File: src/rtl/rdg_pkg.sv
`timescale 1ns / 1ps
`default_nettype none

package rdg_pkg;

  localparam int RandBitsDefault = 16;
  localparam int CordicSteps     = 20;
  localparam int RootSteps       = 32;
  localparam logic signed [33:0] CordicGain = 34'sd652032874;
  localparam logic signed [16:0] OutMax = 17'sd65535;
  localparam logic signed [16:0] OutMin = -17'sd65536;

  typedef enum logic [1:0] {
    MODE_SPHERE = 2'd0,
    MODE_XY     = 2'd1,
    MODE_XZ     = 2'd2,
    MODE_YZ     = 2'd3
  } plane_mode_t;

  // how a component product is turned back into q8.8
  typedef enum logic [1:0] {
    AX_ZERO = 2'd0,
    AX_Q30  = 2'd1,
    AX_Q31  = 2'd2
  } axis_kind_t;

  // one slot of the rotation / square-root pipeline
  typedef struct packed {
    logic               vld;
    logic signed [32:0] ang;
    logic signed [33:0] cx;
    logic signed [33:0] cy;
    logic [1:0]         quad;
    logic [63:0]        rem;
    logic [63:0]        root;
    logic signed [31:0] z31;
    logic [15:0]        norm;
    plane_mode_t        mode;
  } rdg_stage_t;

  // arctangent of 2^-i in units of 2^-32 turn
  function automatic logic signed [32:0] atan_turn(input int idx);
    logic signed [32:0] v;
    case (idx)
      0:       v = 33'sd536870912;
      1:       v = 33'sd316933406;
      2:       v = 33'sd167458907;
      3:       v = 33'sd85004756;
      4:       v = 33'sd42667331;
      5:       v = 33'sd21354465;
      6:       v = 33'sd10679838;
      7:       v = 33'sd5340245;
      8:       v = 33'sd2670163;
      9:       v = 33'sd1335087;
      10:      v = 33'sd667544;
      11:      v = 33'sd333772;
      12:      v = 33'sd166886;
      13:      v = 33'sd83443;
      14:      v = 33'sd41722;
      15:      v = 33'sd20861;
      16:      v = 33'sd10430;
      17:      v = 33'sd5215;
      18:      v = 33'sd2608;
      19:      v = 33'sd1304;
      default: v = 33'sd0;
    endcase
    return v;
  endfunction

endpackage

`default_nettype wire

File: src/rtl/rdg_stage.sv
`timescale 1ns / 1ps
`default_nettype none

// one square-root digit per register stage, plus one cordic rotation while STEP < CordicSteps
module rdg_stage
  import rdg_pkg::*;
#(
  parameter int STEP = 0
) (
  input  wire logic       clk,
  input  wire logic       rst_n,
  input  wire logic       adv,
  input  wire rdg_stage_t d,
  output rdg_stage_t      q
);

  localparam logic [63:0] BitV = 64'd1 << (62 - 2 * STEP);
  localparam logic signed [32:0] Atan = atan_turn(STEP);

  rdg_stage_t q_r, q_nxt;
  logic [63:0] trial;

  always_comb begin
    q_nxt = d;
    if (STEP < CordicSteps) begin
      if (!d.ang[32]) begin
        q_nxt.cx  = d.cx - (d.cy >>> STEP);
        q_nxt.cy  = d.cy + (d.cx >>> STEP);
        q_nxt.ang = d.ang - Atan;
      end else begin
        q_nxt.cx  = d.cx + (d.cy >>> STEP);
        q_nxt.cy  = d.cy - (d.cx >>> STEP);
        q_nxt.ang = d.ang + Atan;
      end
    end
    trial = d.root + BitV;
    if (d.rem >= trial) begin
      q_nxt.rem  = d.rem - trial;
      q_nxt.root = (d.root >> 1) + BitV;
    end else begin
      q_nxt.root = d.root >> 1;
    end
  end

  always_ff @(posedge clk) begin
    if (!rst_n) begin
      q_r.vld <= 1'b0;
    end else if (adv) begin
      q_r <= q_nxt;
    end
  end

  assign q = q_r;

endmodule

`default_nettype wire

File: config.mk
export PLATFORM = sky130hd
export DESIGN_NAME = rdg_stage
export DESIGN_NICKNAME = d
export VERILOG_FILES = /design/src/rtl/rdg_pkg.sv /design/src/rtl/rdg_stage.sv
export SDC_FILE = /design/constraint.sdc
export NUM_CORES = 1
export LEC_CHECK = 0
export ABC_CLOCK_PERIOD_IN_PS = 10900
export BUFFER_PORTS_ARGS = -buffer_cell sky130_fd_sc_hd__buf_2
export CAP_MARGIN = 20
export CORE_AREA = 2 2 223 225
export DETAILED_ROUTE_END_ITERATION = 10
export DIE_AREA = 0 0 225 227
export GPL_ROUTABILITY_DRIVEN = 0
export SYNTH_ARGS = -nofsm -noshare
export SYNTH_HDL_FRONTEND = slang
export SYNTH_SLANG_ARGS = --single-unit
File: constraint.sdc
create_clock -name clk -period 10.9 [get_ports clk]
set_input_delay 1.635 -clock clk [delete_from_list [all_inputs] [get_ports clk]]
set_output_delay 1.635 -clock clk [all_outputs]
set_load 0.005 [all_outputs]
==> impl_metrics.yaml <==
setup_path:
  critical_path.max_fanout: 92
  crit_type: "in -> reg"
  critical_path_arrival_ns: 5.32
  cp-end-kind: "flop"
  reg2reg_depth: 2
  worst_r2r_endpoint: "q[281]"
  start_kind: "primary input"
  timing.reg2reg.setup_slack_ns: 10.32
  worst_ep_required_time_ns: 11.19
  crit-reg2reg-launch: "q[281]"
yosys:
  yosys-top-cells-count: "edfxtp_1 (280), a21oi_1 (195), inv_1 (175), ha_1 (165), nand2_1 (165)"
  yosys_warnings: 0
  number_of_flops_mapped_to_enable_cells_by_yosys: 280
  avg_cell_area_syn_um2: 9.663
  async_reset_ff_frac: 0
  netlist_instances: 1973
  synthMostInstantiatedCell: "edfxtp_1"
  post_synth_net_total: 2428
  synthesis.area_mm2: 0.01906
  yosysTopAreaCellShare: 0.4410
  dominantRegCellSynth: "edfxtp_1"
  synth.largest_area_cell: "edfxtp_1"
  netlist_top_cells_area: "edfxtp_1 (44%), ha_1 (11%), a21oi_1 (5.1%), xnor2_1 (4.4%), o21ai_0 (4.1%)"
  yosysSeqAreaShare: 0.4421
  synth.distinct_cells: 78
  yosys_register_bits: 281
floorplanning:
  fp.coreArea_mm2: 0.04855
  chipWidth_um: 225
  fp.dieH_um: 227
  initial_utilization: 0.3927
  design.die.area_mm2: 0.05108
  ioPinCount: 567
  fp-row-count: 81
clock_tree:
  cts_tree: "done"
  later_pin_clock_latency_in_the_skew_report_ns: 0.55
  post_cts.repair.setup_buffers: 0
  cts_resized: 0
  clkSlewWorstSetupHoldPaths_ns: 0.06
  cts_max_level: 2
  cts_buffers: 34
  holdBufCountCts: 0
  max-clock-path-buffers: 3
  clock_sinks: 281
  clk_root_buffer_cell: "clkbuf_16"
placed_design:
  worst_case_setup_slack_after_placement_ns: 5.297
  hpwl_mm: 51.08
  dpl-instance-area_mm2: 0.02232
  portBuffers: 566
power:
  combinational_group_share_of_total_power: 0.264
  netSwitchingPower_mw: 1.052
  p_leak_nw: 10.39
  vdd.ir_drop.worst_uv: 94.18
  p_per_area_mw_per_mm2: 143.7
  post-layout-total-power_mw: 3.370
  clock_network_fraction_of_design_power: 0.337
  switch_share: 0.3122
  sequential_share_of_power: 0.399
  p_int_mw: 2.318
final_layout:
  largest_register_ffs: 281
  filler_cell_count: 4591
  area_growth_syn_to_layout_pct: 22.99
  fraction_of_layout_instances_using_a_drive_strength_above_1: 0.2616
  finalNetCount: 2945
  finalInstanceArea_mm2: 0.02345
  final_core_util: 0.4830
sta:
  timing.final.setup_violations: 0
  timing_hold_violations_final: 0
  setup_repair_after_global_routing_missed_its_margin: "no"
  min_period_over_period: 0.4613
  timing.final.max_slew_violations: 0
  finalWorstSetupSlack_ns: 5.872
  slew_headroom: 0.3563
  fmax_mhz: 198.9
  setup_tns_ns: 0
  finalWorstPathRequiredPeriod_ns: 5.028
  fin_worst_skew_ns: 0
  worst_slew_pin_slew_ns: 0.9656
global_routing:
  grt_first_pass_wirelength_mm: 94.01
  grt_pass1_vias: 16280
  global_route.overflow_total: 0
  antenna_found_initial: 8
  grt_max_degree: 151
  grtUsageTotal: 0.2380
outcome:
  outcome: "finished clean"
detailed_routing:
  drt_first_iter_violations: 1054
  detail_route.drc_violations: 0
  route.final.wire_length_mm: 63.89
  via_per_inst: 5.398
  count_of_antenna_violating_nets_left_after_detailed_routing: 0
  detail_route.first_pass.iterations: 6
  wl_per_cell_um: 20.33
  dr_total_vias: 16960
min_path:
  hp-class: "reg -> reg"
  holdPathStages: 2
  timing.hold.worst.start: "q[281]"
  whs_endpoint: "q[281]"
flow_run:
  max_cap_viol_count: 0
area by class of cell:
class | instances | area [um2] | share of cell area
clock buffer | 36 | 858.3 | 0.03661
antenna | 5 | 12.51 | 0.0005336
timing repair buffer | 572 | 2903 | 0.1238
sequential | 281 | 8428 | 0.3594
tap | 622 | 778.2 | 0.03319
multi-input combinational | 1421 | 9559 | 0.4077
inverter | 180 | 675.6 | 0.02882
clock inverter | 25 | 232.7 | 0.009925
kinds of logic after synthesis:
| logic type | count (synthesis) | share of synthesized area |
|---|---|---|
| compound gates | 613 | 0.2010 |
| xor+xnor | 129 | 0.05926 |
| fa+ha+maj | 170 | 0.1135 |
| buf+inv | 271 | 0.05690 |
| flops | 281 | 0.4421 |
| mux | 21 | 0.01129 |
| simple gates | 488 | 0.1160 |
power by group through the flow:
stage	Sequential (mW)	Clock [mW]	Combinational, mW
after floorplan	1.39	0	0.532
after global placement	1.37	0	0.873
after detailed placement	1.37	0	0.876
after CTS	1.35	1.16	0.882
after global routing	1.35	1.20	0.975
final	1.35	1.13	0.890
worst max-delay path: stages:
cell and delay, ns:
buf_2 0.09, inv_1 0.11, ha_1 0.20, fa_1 0.20
nand2b_1 0.14, a21oi_1 0.15, o21ai_1 0.30, o21ai_2 0.16
a21oi_4 0.28, a211oi_2 0.10, o41ai_1 0.34, and3_4 0.48
buf_4 0.68, mux2_1 0.38
cell usage in the layout (no fill, tap or decap), types with 36 or more instances in the layout:
cell | netlist | final
a21o_1 | 55 | 55
a21oi_1 | 195 | 195
buf_2 | 16 | 566
edfxtp_1 | 280 | 280
ha_1 | 165 | 165
inv_1 | 175 | 175
nand2_1 | 165 | 165
nand4_1 | 36 | 36
nor2_1 | 150 | 150
o21ai_0 | 158 | 158
o21bai_1 | 41 | 41
xnor2_1 | 95 | 95
metal layers:
metal  track usage  part of all wire
met1        0.2879              0.40
met2        0.4101              0.49
met3       0.05279             0.072
met4       0.09998             0.038
met5             0           0.00055
through the flow:
stage,instances,hold WS (ns)
after global placement,3075,0.5032
after floorplan,1973,0.5073
after global routing,3139,0.5651
after CTS,3136,0.5264
after detailed placement,3075,0.5120
final,3142,0.5191
worst max path at each step:
stage / depth (start not counted) / slack [ns] / start / end
finish: 14 / 5.87 / d[114] / q[148]
global route: 14 / 5.55 / d[114] / q[148]
CTS: 14 / 5.87 / d[114] / q[148]
detailed placement: 14 / 5.30 / d[114] / q[148]
global placement: 14 / 5.35 / d[114] / q[148]
floorplan: 1 / 2.27 / adv / q[0]
Note: power is estimated with default switching activity, not from simulation.
